$ cat src/design/random_word_generator_with_range_unit_defines.svh
// ----------------------------------------------------------------------------
// Assertion macros for the random word generator
// Concurrent checks that compile away when SYNTHESIS is set.
// ----------------------------------------------------------------------------
`ifndef RANDOM_WORD_GENERATOR_WITH_RANGE_UNIT_DEFINES_SVH
`define RANDOM_WORD_GENERATOR_WITH_RANGE_UNIT_DEFINES_SVH

`ifndef SYNTHESIS
// same-cycle implication
`define RWGR_ASSERT(lbl, clk, rstn, ante, cons) \
	lbl: assert property (@(posedge clk) disable iff (!rstn) (ante) |-> (cons)) \
		else $error("rwgr assertion failed");
// next-cycle implication
`define RWGR_ASSERT_NEXT(lbl, clk, rstn, ante, cons) \
	lbl: assert property (@(posedge clk) disable iff (!rstn) (ante) |=> (cons)) \
		else $error("rwgr assertion failed");
`else
`define RWGR_ASSERT(lbl, clk, rstn, ante, cons)
`define RWGR_ASSERT_NEXT(lbl, clk, rstn, ante, cons)
`endif

`endif

$ cat src/design/rwgr_pkg.sv
// ----------------------------------------------------------------------------
// rwgr_pkg
// Types, constants and helper functions of the random word generator.
// ----------------------------------------------------------------------------
package rwgr_pkg;

	// generator constants
	localparam logic [63:0] LCG_MUL = 64'd2862933555777941757;
	localparam logic [63:0] LCG_ADD = 64'd7046029254386353087;
	localparam logic [31:0] MWC_MUL = 32'd4294957665;
	localparam logic [63:0] XS_INIT = 64'd4101842887655102017;

	// advance sequencer steps
	localparam logic [2:0] STEP_P0  = 3'd0;
	localparam logic [2:0] STEP_P1  = 3'd1;
	localparam logic [2:0] STEP_P2  = 3'd2;
	localparam logic [2:0] STEP_P3  = 3'd3;
	localparam logic [2:0] STEP_UPD = 3'd4;

	// advance phases of one draw
	localparam logic [1:0] PH_SEED_XS  = 2'd0;
	localparam logic [1:0] PH_SEED_MWC = 2'd1;
	localparam logic [1:0] PH_DRAW     = 2'd2;

	// remainder unit
	localparam int             MOD_CNT_W  = 6;
	localparam logic [MOD_CNT_W-1:0] MOD_CNT_LAST = '1;

	typedef enum logic [2:0] {
		ST_IDLE,
		ST_SEED,
		ST_ADV,
		ST_MIX,
		ST_MOD,
		ST_FIN
	} rwgr_state_t;

	typedef struct packed {
		logic signed [31:0] range_first;
		logic signed [31:0] range_last;
	} rwgr_req_t;

	typedef struct packed {
		logic [63:0]        raw_word;
		logic signed [31:0] ranged_value;
		logic               range_error;
	} rwgr_rsp_t;

	typedef struct packed {
		logic busy;
		logic done;
	} rwgr_mod_stat_t;

	function automatic logic [63:0] xorshift_step(input logic [63:0] x);
		logic [63:0] t;
		t = x ^ (x >> 17);
		t = t ^ (t << 31);
		t = t ^ (t >> 8);
		return t;
	endfunction

	function automatic logic [63:0] mix_word(input logic [63:0] lcg, input logic [63:0] xs,
			input logic [63:0] mwc);
		logic [63:0] t;
		t = lcg ^ (lcg << 21);
		t = t ^ (t >> 35);
		t = t ^ (t << 4);
		return (t + xs) ^ mwc;
	endfunction

endpackage

$ cat src/design/rwgr_mod.sv
// ----------------------------------------------------------------------------
// rwgr_mod
// Restoring remainder unit: 64-bit dividend by 33-bit divisor, one bit a cycle.
// ----------------------------------------------------------------------------
`include "random_word_generator_with_range_unit_defines.svh"

module rwgr_mod (
	input  logic                    clk,
	input  logic                    arst_n,
	input  logic                    start,
	input  logic [63:0]             dividend,
	input  logic [32:0]             divisor,
	output rwgr_pkg::rwgr_mod_stat_t stat,
	output logic [31:0]             remainder
);

	logic                           busy_q;
	logic                           done_q;
	logic [rwgr_pkg::MOD_CNT_W-1:0] cnt_q;
	logic [63:0]                    dvd_q;
	logic [32:0]                    dvs_q;
	logic [31:0]                    rem_q;
	logic [32:0]                    trial;
	logic [32:0]                    diff;
	logic [31:0]                    rem_next;

	// rem stays below the divisor (<= 2^32), so 32 bits hold it
	assign trial    = {rem_q, dvd_q[63]};
	assign diff     = trial - dvs_q;
	assign rem_next = (trial >= dvs_q) ? diff[31:0] : trial[31:0];

	always_ff @(posedge clk or negedge arst_n) begin
		if (!arst_n) begin
			busy_q <= 1'b0;
			done_q <= 1'b0;
			cnt_q  <= '0;
		end else begin
			done_q <= 1'b0;
			if (start) begin
				busy_q <= 1'b1;
				cnt_q  <= '0;
			end else if (busy_q) begin
				cnt_q <= cnt_q + 1'b1;
				if (cnt_q == rwgr_pkg::MOD_CNT_LAST) begin
					busy_q <= 1'b0;
					done_q <= 1'b1;
				end
			end
		end
	end

	always_ff @(posedge clk) begin
		if (start) begin
			dvd_q <= dividend;
			dvs_q <= divisor;
			rem_q <= '0;
		end else if (busy_q) begin
			dvd_q <= {dvd_q[62:0], 1'b0};
			rem_q <= rem_next;
		end
	end

	assign stat.busy = busy_q;
	assign stat.done = done_q;
	assign remainder = rem_q;

	`RWGR_ASSERT(a_mod_no_restart, clk, arst_n, start, !busy_q)
	`RWGR_ASSERT(a_mod_done_idle, clk, arst_n, done_q, !busy_q)
	`RWGR_ASSERT_NEXT(a_mod_last_done, clk, arst_n, busy_q && !start && cnt_q == rwgr_pkg::MOD_CNT_LAST, done_q && !busy_q)

endmodule

$ cat src/design/random_word_generator_with_range_unit.sv
// ----------------------------------------------------------------------------
// random_word_generator_with_range_unit
// Combined LCG / xorshift / multiply-with-carry generator with range mapping.
// ----------------------------------------------------------------------------
// Usage:
//  - req (range_first, range_last) is taken on req_valid & req_ready. Each
//    transaction draws one 64-bit raw word and maps it into the inclusive
//    range as first + word mod (last - first + 1). last < first flags
//    range_error and returns first; the generator still advances.
//  - rsp carries raw_word, ranged_value, range_error; one rsp per req.
//  - cfg_we writes the 64-bit seed from cfg_data; the next draw reseeds.
//  - A draw runs the advance, mix and remainder steps in order; the first
//    draw after reset or a seed write also seeds (two extra advances).
//    Each advance steps through P0..P3 and UPD on one shared 32x32
//    multiplier; the remainder unit works through all 64 dividend bits,
//    one quotient bit per cycle, and one transaction runs at a time.
//  - req_ready is high only while idle. A finished rsp sits in an output
//    register, so a new req can be taken while the receiver stalls; a
//    second result then waits in the last step until the register frees.
//  - Reset clears the seed, the seeded flag and all control state.
// ----------------------------------------------------------------------------
`include "random_word_generator_with_range_unit_defines.svh"

module random_word_generator_with_range_unit (
	input  logic                clk,
	input  logic                arst_n,
	input  logic                req_valid,
	output logic                req_ready,
	input  rwgr_pkg::rwgr_req_t req,
	output logic                rsp_valid,
	input  logic                rsp_ready,
	output rwgr_pkg::rwgr_rsp_t rsp,
	input  logic                cfg_we,
	input  logic [63:0]         cfg_data
);

	rwgr_pkg::rwgr_state_t state_q, state_d;

	// control
	logic [2:0]  step_q;
	logic [1:0]  phase_q;
	logic        seeded_q;
	logic [63:0] seed_q;
	logic        rsp_valid_q;

	// datapath
	rwgr_pkg::rwgr_req_t req_q;
	rwgr_pkg::rwgr_rsp_t rsp_q;
	logic [63:0] lcg_q;
	logic [63:0] xs_q;
	logic [63:0] carry_q;
	logic [63:0] acc_q;
	logic [63:0] prod_q;
	logic [63:0] word_q;
	logic        err_q;

	// sequencer decodes
	logic do_seed;
	logic do_adv;
	logic do_mix;
	logic do_load;
	logic req_acc;

	logic [31:0] mul_a;
	logic [31:0] mul_b;
	logic [63:0] mul_prod;
	logic [63:0] xs_new;
	logic [63:0] carry_new;
	logic [63:0] mixed;
	logic        range_bad;
	logic [32:0] span;
	logic [31:0] mod_rem;
	rwgr_pkg::rwgr_mod_stat_t mod_stat;

	assign req_acc = req_valid && req_ready;

	// ------------------------------------------------------------------
	// next state
	// ------------------------------------------------------------------
	always_comb begin
		state_d = state_q;
		case (state_q)
			rwgr_pkg::ST_IDLE: begin
				if (req_valid)
					state_d = seeded_q ? rwgr_pkg::ST_ADV : rwgr_pkg::ST_SEED;
			end
			rwgr_pkg::ST_SEED: state_d = rwgr_pkg::ST_ADV;
			rwgr_pkg::ST_ADV: begin
				if (step_q == rwgr_pkg::STEP_UPD && phase_q == rwgr_pkg::PH_DRAW)
					state_d = rwgr_pkg::ST_MIX;
			end
			rwgr_pkg::ST_MIX: state_d = rwgr_pkg::ST_MOD;
			rwgr_pkg::ST_MOD: begin
				if (mod_stat.done)
					state_d = rwgr_pkg::ST_FIN;
			end
			rwgr_pkg::ST_FIN: begin
				if (!rsp_valid_q || rsp_ready)
					state_d = rwgr_pkg::ST_IDLE;
			end
			default: state_d = rwgr_pkg::ST_IDLE;
		endcase
	end

	// ------------------------------------------------------------------
	// state decodes
	// ------------------------------------------------------------------
	always_comb begin
		req_ready = 1'b0;
		do_seed   = 1'b0;
		do_adv    = 1'b0;
		do_mix    = 1'b0;
		do_load   = 1'b0;
		case (state_q)
			rwgr_pkg::ST_IDLE: req_ready = 1'b1;
			rwgr_pkg::ST_SEED: do_seed   = 1'b1;
			rwgr_pkg::ST_ADV:  do_adv    = 1'b1;
			rwgr_pkg::ST_MIX:  do_mix    = 1'b1;
			rwgr_pkg::ST_MOD:  ;
			rwgr_pkg::ST_FIN:  do_load   = !rsp_valid_q || rsp_ready;
			default: ;
		endcase
	end

	// ------------------------------------------------------------------
	// control registers
	// ------------------------------------------------------------------
	always_ff @(posedge clk or negedge arst_n) begin
		if (!arst_n) begin
			state_q     <= rwgr_pkg::ST_IDLE;
			step_q      <= rwgr_pkg::STEP_P0;
			phase_q     <= rwgr_pkg::PH_DRAW;
			seeded_q    <= 1'b0;
			seed_q      <= '0;
			rsp_valid_q <= 1'b0;
		end else begin
			state_q <= state_d;

			if (req_acc) begin
				step_q  <= rwgr_pkg::STEP_P0;
				phase_q <= seeded_q ? rwgr_pkg::PH_DRAW : rwgr_pkg::PH_SEED_XS;
			end else if (do_adv) begin
				if (step_q == rwgr_pkg::STEP_UPD) begin
					step_q <= rwgr_pkg::STEP_P0;
					if (phase_q != rwgr_pkg::PH_DRAW)
						phase_q <= phase_q + 2'd1;
				end else begin
					step_q <= step_q + 3'd1;
				end
			end

			// a seed write forces a reseed on the next draw
			if (cfg_we) begin
				seed_q   <= cfg_data;
				seeded_q <= 1'b0;
			end else if (do_seed) begin
				seeded_q <= 1'b1;
			end

			if (do_load)
				rsp_valid_q <= 1'b1;
			else if (rsp_ready)
				rsp_valid_q <= 1'b0;
		end
	end

	// ------------------------------------------------------------------
	// shared multiplier: low 64 bits of lcg * LCG_MUL from three 32x32
	// partial products, then the 32x32 multiply-with-carry product
	// ------------------------------------------------------------------
	always_comb begin
		mul_a = '0;
		mul_b = '0;
		case (step_q)
			rwgr_pkg::STEP_P0: begin
				mul_a = lcg_q[31:0];
				mul_b = rwgr_pkg::LCG_MUL[31:0];
			end
			rwgr_pkg::STEP_P1: begin
				mul_a = lcg_q[31:0];
				mul_b = rwgr_pkg::LCG_MUL[63:32];
			end
			rwgr_pkg::STEP_P2: begin
				mul_a = lcg_q[63:32];
				mul_b = rwgr_pkg::LCG_MUL[31:0];
			end
			rwgr_pkg::STEP_P3: begin
				mul_a = carry_q[31:0];
				mul_b = rwgr_pkg::MWC_MUL;
			end
			default: ;
		endcase
	end

	assign mul_prod  = mul_a * mul_b;
	assign xs_new    = rwgr_pkg::xorshift_step(xs_q);
	// prod_q holds the carry product in the update step
	assign carry_new = prod_q + {32'd0, carry_q[63:32]};
	assign mixed     = rwgr_pkg::mix_word(lcg_q, xs_q, carry_q);

	// span = last - first + 1 in 33 bits; garbage when the range is inverted
	assign range_bad = $signed(req_q.range_last) < $signed(req_q.range_first);
	assign span      = {req_q.range_last[31], req_q.range_last}
	                 - {req_q.range_first[31], req_q.range_first} + 33'd1;

	// ------------------------------------------------------------------
	// datapath registers
	// ------------------------------------------------------------------
	always_ff @(posedge clk) begin
		if (req_acc)
			req_q <= req;

		if (do_seed) begin
			xs_q    <= rwgr_pkg::XS_INIT;
			carry_q <= 64'd1;
			lcg_q   <= seed_q ^ rwgr_pkg::XS_INIT;
		end

		if (do_adv) begin
			prod_q <= mul_prod;
			case (step_q)
				rwgr_pkg::STEP_P1: acc_q <= prod_q + rwgr_pkg::LCG_ADD;
				rwgr_pkg::STEP_P2: acc_q <= acc_q + {prod_q[31:0], 32'd0};
				rwgr_pkg::STEP_P3: acc_q <= acc_q + {prod_q[31:0], 32'd0};
				rwgr_pkg::STEP_UPD: begin
					lcg_q <= acc_q;
					// seeding copies one sub-generator into the next
					case (phase_q)
						rwgr_pkg::PH_SEED_XS: begin
							xs_q    <= acc_q;
							carry_q <= carry_new;
						end
						rwgr_pkg::PH_SEED_MWC: begin
							xs_q    <= xs_new;
							carry_q <= xs_new;
						end
						default: begin
							xs_q    <= xs_new;
							carry_q <= carry_new;
						end
					endcase
				end
				default: ;
			endcase
		end

		if (do_mix) begin
			word_q <= mixed;
			err_q  <= range_bad;
		end

		if (do_load) begin
			rsp_q.raw_word     <= word_q;
			rsp_q.range_error  <= err_q;
			rsp_q.ranged_value <= err_q ? req_q.range_first
			                            : req_q.range_first + mod_rem;
		end
	end

	rwgr_mod u_mod (
		.clk       (clk),
		.arst_n    (arst_n),
		.start     (do_mix),
		.dividend  (mixed),
		.divisor   (span),
		.stat      (mod_stat),
		.remainder (mod_rem)
	);

	assign rsp_valid = rsp_valid_q;
	assign rsp       = rsp_q;

	`RWGR_ASSERT(a_done_in_mod, clk, arst_n, mod_stat.done, state_q == rwgr_pkg::ST_MOD)
	`RWGR_ASSERT_NEXT(a_seeded_after_seed, clk, arst_n, state_q == rwgr_pkg::ST_SEED, seeded_q)
	`RWGR_ASSERT(a_step_range, clk, arst_n, state_q == rwgr_pkg::ST_ADV, step_q <= rwgr_pkg::STEP_UPD)
	`RWGR_ASSERT_NEXT(a_rsp_from_fin, clk, arst_n, state_q != rwgr_pkg::ST_FIN && !rsp_valid_q, !rsp_valid_q)

endmodule
$ cat config.mk
export PLATFORM = sky130hd
export DESIGN_NAME = random_word_generator_with_range_unit
export DESIGN_NICKNAME = d
export VERILOG_FILES = /design/src/design/rwgr_pkg.sv /design/src/design/rwgr_mod.sv /design/src/design/random_word_generator_with_range_unit.sv
export VERILOG_INCLUDE_DIRS = /design/src /design/src/design
export SDC_FILE = /design/constraint.sdc
export NUM_CORES = 2
export LEC_CHECK = 0
export ABC_CLOCK_PERIOD_IN_PS = 13290
export BUFFER_PORTS_ARGS = -buffer_cell sky130_fd_sc_hd__buf_2
export CAP_MARGIN = 40
export CORE_AREA = 2 2 435 437
export DETAILED_ROUTE_END_ITERATION = 16
export DIE_AREA = 0 0 437 439
export HOLD_SLACK_MARGIN = 0.08
export PLACE_DENSITY = 0.52
export SLEW_MARGIN = 20
export SYNTH_ARGS = -nofsm -noshare
export SYNTH_HDL_FRONTEND = slang
export SYNTH_SLANG_ARGS = --single-unit
$ cat constraint.sdc
create_clock -name clk -period 13.29 [get_ports clk]
set_input_delay 2.658 -clock clk [delete_from_list [all_inputs] [get_ports clk]]
set_output_delay 2.658 -clock clk [all_outputs]
set_load 0.005 [all_outputs]
# Word level (Yosys, flattened, before mapping)

Cells that the tools add are included.

Add/sub/neg operators: 11
Multipliers: 1
Magnitude comparators: 2
Eq/ne operators: 17
Multiplexer cells: 49
Bitwise logic cells: 8
Reduce and logical (&&, ||, !) cells: 20

Operators with widths:

| kind                                                              | count |
|---|---|
| 64-bit two-way mux                                                | 13 |
| 64-bit bitwise XOR                                                | 4 |
| 32-bit case mux with 3 select lines                               | 2 |
| 64-bit adder                                                      | 2 |
| 64-bit case mux with 2 select lines                               | 1 |
| 64-bit by 32-bit adder with 64-bit output                         | 1 |
| 64-bit by 63-bit adder with 64-bit output (second input constant) | 1 |
| 32-bit by 32-bit multiplier with 64-bit output                    | 1 |
| 32-bit two-way mux                                                | 2 |
| 64-bit by 29-bit bitwise XOR with 64-bit output                   | 1 |
| 64-bit by 47-bit bitwise XOR with 64-bit output                   | 1 |
| 64-bit by 56-bit bitwise XOR with 64-bit output                   | 1 |
| 33-bit by 1-bit adder with 33-bit output (second input constant)  | 1 |
| 33-bit >= comparator                                              | 1 |
| 32-bit by 32-bit subtractor with 33-bit output                    | 1 |
| 32-bit adder                                                      | 1 |
| 32-bit less-than comparator                                       | 1 |
| 32-bit subtractor                                                 | 1 |
| 31-bit inverter                                                   | 1 |
| 3-bit two-way mux                                                 | 7 |
| 3-bit case mux with 6 select lines                                | 1 |
| 1-bit two-way mux                                                 | 15 |
| 2-bit nonzero test                                                | 7 |
| 3-bit by 2-bit == test with 1-bit output (second input constant)  | 4 |
| 21 further kinds                                                  | 37 |

Register bits after elaboration: 757
Logic and storage cells: 132

# Longest topological paths before layout

Depth in word-level cells: 6
Depth in mapped cells: 42

# Hierarchy

From an unflattened synthesis, not the netlist that was laid out.

Cell total of the unflattened synthesis: 7528
Area total of the unflattened synthesis: 74260.0 µm²

By module, submodules not included:

| module                                | instances | cells an instance | area an instance (µm²) |
|---|---|---|---|
| random_word_generator_with_range_unit | 1         | 6860              | 66761.5 |
| rwgr_mod                              | 1         | 668               | 7498.4 |

# Worst setup path before layout

No wires, ideal clock.

Path type: reg2reg
From: register step_q[0]
To: register prod_q[63] (data pin)
Library setup time: 0.260 ns
Arrival: 9.571 ns
Data required time: 13.030 ns
Path slack: 3.459 ns
Cell stages (with the launch flop): 39
Path buffers: 5
Path through: dfrtp_1 clkbuf_1 inv_1 ha_1 nor2b_1 clkbuf_1 clkbuf_1 buf_1 a22oi_1 nand2_1 nand2_1 inv_1 nor2_1 nand2_1 fa_1 fa_1 fa_1 inv_1 [3 not listed] fa_1 fa_1 inv_1 fa_1 inv_1 ha_1 clkbuf_1 nand4_1 nor4_2 nand2_1 o2111ai_1 a311oi_2 o41a_1 a21bo_2 o31ai_2 a221o_1 a21oi_1 xnor2_1

Longest elaborated chain between the ends: 4

RTL lines:

| item                                                             | line                                         | RTL |
|---|---|---|
| from (decl)                                                      | random_word_generator_with_range_unit.sv:40  | `logic [2:0] step_q;` |
| from (signal assigned)                                           | random_word_generator_with_range_unit.sv:131 | `step_q <= rwgr_pkg::STEP_P0;` |
| from (signal assigned)                                           | random_word_generator_with_range_unit.sv:140 | `step_q <= rwgr_pkg::STEP_P0;` |
| from (signal assigned)                                           | random_word_generator_with_range_unit.sv:144 | `step_q <= rwgr_pkg::STEP_P0;` |
| 3-bit by 1-bit == test with 1-bit output (tied with other cells) | random_word_generator_with_range_unit.sv:174 | `case (step_q)` |
| 2-bit OR reduction (no source line)                              | --                                           |  |
| 32-bit case mux with 3 select lines                              | random_word_generator_with_range_unit.sv:174 |  |
| 32-bit by 32-bit multiplier with 64-bit output *                 | random_word_generator_with_range_unit.sv:195 | `assign mul_prod = mul_a * mul_b;` |
| named net mul_prod[63]                                           | random_word_generator_with_range_unit.sv:66  | `logic [63:0] mul_prod;` |
| to (signal assigned)                                             | random_word_generator_with_range_unit.sv:220 | `prod_q <= mul_prod;` |
| to (decl)                                                        | random_word_generator_with_range_unit.sv:53  | `logic [63:0] prod_q;` |

The timed path passes the listed nets; every way through them passes the cells marked *.
A chain may end at the register's enable or synchronous reset.

# Worst setup path after layout

From: register step_q[2]
To: register prod_q[63] (data pin)

The elaborated chain is that of the path after synthesis.

==> metrics.yaml <==
layout_common_cells: "inv_1 (1162), fa_1 (816), nand2_1 (721), ha_1 (601)"
layout-drive-gt1-share_pct: 7.82
clock-skew-final_ps: 51.9
placedInstanceArea_um2: 78500
cts_hold_buffers: 0
min_period_ps: 11460
hold_class: "reg2reg"
wire_length_of_the_first_global_routing_pass_mm: 413
gp_routability_congestion: 1.01
slew_viol_final: 0
post_cts_repair_timing_setup_buffer_count: 0
critical_path_arrival_ps: 11930
totalNegativeSetupSlack_ps: 0
critical_path_top_delay_cell: "a222oi_1"
synth_area_um2: 74400
grt_overflow_total: 0
post-route-period-util_pct: 86.3
unrepaired_setup_endpoints_after_global_routing: "false"
drt-vias-per-instance: 5.49
via_count: 57200
synth.avg_cell_area_um2: 9.63
final_area_um2: 81500
row_count: 159
route.final.wire_length_mm: 288
design.die.area_um2: 192000
achievable-frequency_mhz: 87.2
coreArea_um2: 187000
setup_viols_final: 0
critical_path.startpoint_type: "flop"
post-route-worst-setup-slack_ps: 1830
layout.filler_cells: 18500
grt_antenna_before_repair: 8
die_height_um: 439
worst-setup-path-type: "reg2reg"
drt.antenna.violating_nets: 0
boundaryPins: 232
ctsHtreeMaxLevel: 3
wl_per_cell_um: 27.6
run_status: "completed"
worst_case_headroom_to_the_max_slew_limit_pct: 29.7
cts_made_buffers: 82
timing.final.hold_violations: 0
initialDrtViolationCount: 4899
tritoncts_clock_tree: "yes"
cts_repair_resized_insts: 0
postSynthNetCount: 9272
clk_pin_slew_worst_paths_ps: 70
areaGrowthSynthToFinish_pct: 9.57
synth_seq_cells: 757
timing.critical_path.required_ps: 13760
max_clock_buf_depth: 3
yosysSeqAreaShare_pct: 27.0
dp_hpwl_mm: 244
yosys.cell_types.count: 101
crit_path_end_kind: "flop"
max_cap_viol_count: 0
finish.cell_count_without_fillers: 10400
preCtsSetupSlack_ps: 1860
dominantRegCellSynth: "edfxtp_1"
cells_after_synth: 7720
synth_async_sr_flop_share_pct: 10.8
transition_at_the_pin_with_the_smallest_max_transition_slack_ps: 1050
timing.critical_path.slowest_cell_delay_ps: 910
gr-usage-all-layers_pct: 29.7
num-nets-final: 9408
clock_sinks: 757
dpl.cell_count: 10300
chipWidth_um: 437
crit_top_cell: "fa_1"
number_of_warnings_issued_by_yosys: 0
synth-edff-count: 451
clock-root-buffer: "clkbuf_16"
layout_commonest_cell: "inv_1"
drt_pre_antenna_iters: 7
grt_start_max_net_pins: 134
detail_route.drc_violations: 0
worst_path_fanout_max: 38
worst_skew_pair.late_latency_ps: 730
io_buffer_count: 231
vias_in_the_first_global_route: 57700
floorplan.initialDensity_pct: 39.8
==> layout make-up <==
class | instances | area [um2] | share of cell area [%]
clock buffers | 117 | 2400 | 2.95
diodes | 2 | 5.00 | 0.00614
well taps | 2495 | 3120 | 3.83
flip-flops and latches | 757 | 20100 | 24.6
clock inverters | 35 | 429 | 0.527
multi-input cells | 5520 | 48900 | 60.1
inverters | 1165 | 4380 | 5.37
repair buffers | 330 | 2120 | 2.60
==> critical path: cells and delay by family (launching register included) <==
| family | cells | cell delay (ps) |
|---|---|---|
| compound gates | 11 | 3760 |
| flops | 1 | 710 |
| buf+inv | 6 | 1050 |
| xor+xnor | 1 | 90 |
| simple gates | 2 | 1040 |
| fa+ha+maj | 10 | 4540 |
==> synth_stat cells (all sizes together) (23+ instances only) <==
cell type,n,share of area (%)
nor3,95,0.65
nand3,120,0.81
xnor2,473,5.6
o21a,41,0.41
inv,1165,5.9
dfxtp,224,6.0
a31oi,69,0.59
a22oi,49,0.49
nand2,726,3.7
buf,35,0.19
dfrtp,81,2.7
mux2,77,1.2
clkbuf,243,1.2
nor2b,49,0.41
ha,603,10
a21o,180,1.8
o21bai,53,0.54
xor2,263,3.1
and2,50,0.42
nand2b,49,0.41
nand4,67,0.57
o221ai,23,0.27
mux2i,52,0.70
a21oi,475,3.2
o21ai,349,2.4
o31ai,25,0.27
fa,816,22
and3,39,0.33
a211oi,47,0.48
o211ai,25,0.26
nor2,474,2.4
edfxtp,451,18
==> worst paths after layout <==
kind	slack, ps	cells past startpoint	endpoint	from
min in group asynchronous	1910	1	seed_q[1]	arst_n
worst max-delay path	1830	30	prod_q[63]	step_q[2]
worst min register to register	420	0	rsp[60]	word_q[27]
max in group asynchronous	10440	3	phase_q[1]	arst_n
worst max register to register	1830	30	prod_q[63]	step_q[2]
worst min-delay path	420	0	rsp[60]	word_q[27]
==> per-layer routing <==
layer / global-route usage, % / vias up / share of wire [%]
met5: 0 / - / 0.0049
met4: 14.7 / 2 / 5.8
met3: 3.49 / 481 / 6.0
met2: 48.2 / 2172 / 46
met1: 39.3 / 28600 / 42
li1: - / 25900 / -
==> through the flow <==
stage,utilization (%),hold WS [ps]
floorplan,-,400
global placement,41.9,404
detailed placement,42.0,405
CTS,43.5,416
global route,43.6,428
finish,43.6,416
==> logic make-up after synthesis <==
group / after synthesis / synth area share (%)
XOR/XNOR: 736 / 8.67
multiplexers: 129 / 1.87
buffers and inverters: 1443 / 7.30
AND/OR/NAND/NOR: 1755 / 10.5
AO/OA/AOI/OAI: 1479 / 12.5
adder cells (fa/ha/maj): 1421 / 32.1
flip-flops: 757 / 27.0
==> sequential cells by signal (all words and copies together) (netlist names), 2 cells and up <==
name,count
rsp,97
acc_q,64
carry_q,64
lcg_q,64
prod_q,64
req_q,64
seed_q,64
u_mod.dvd_q,64
word_q,64
xs_q,64
u_mod.dvs_q,33
u_mod.remainder,32
u_mod.cnt_q,6
state_q,3
step_q,3
phase_q,2
Power is not shown: default switching activity piles up to over one toggle a cycle in this logic, so the estimate is an artifact.
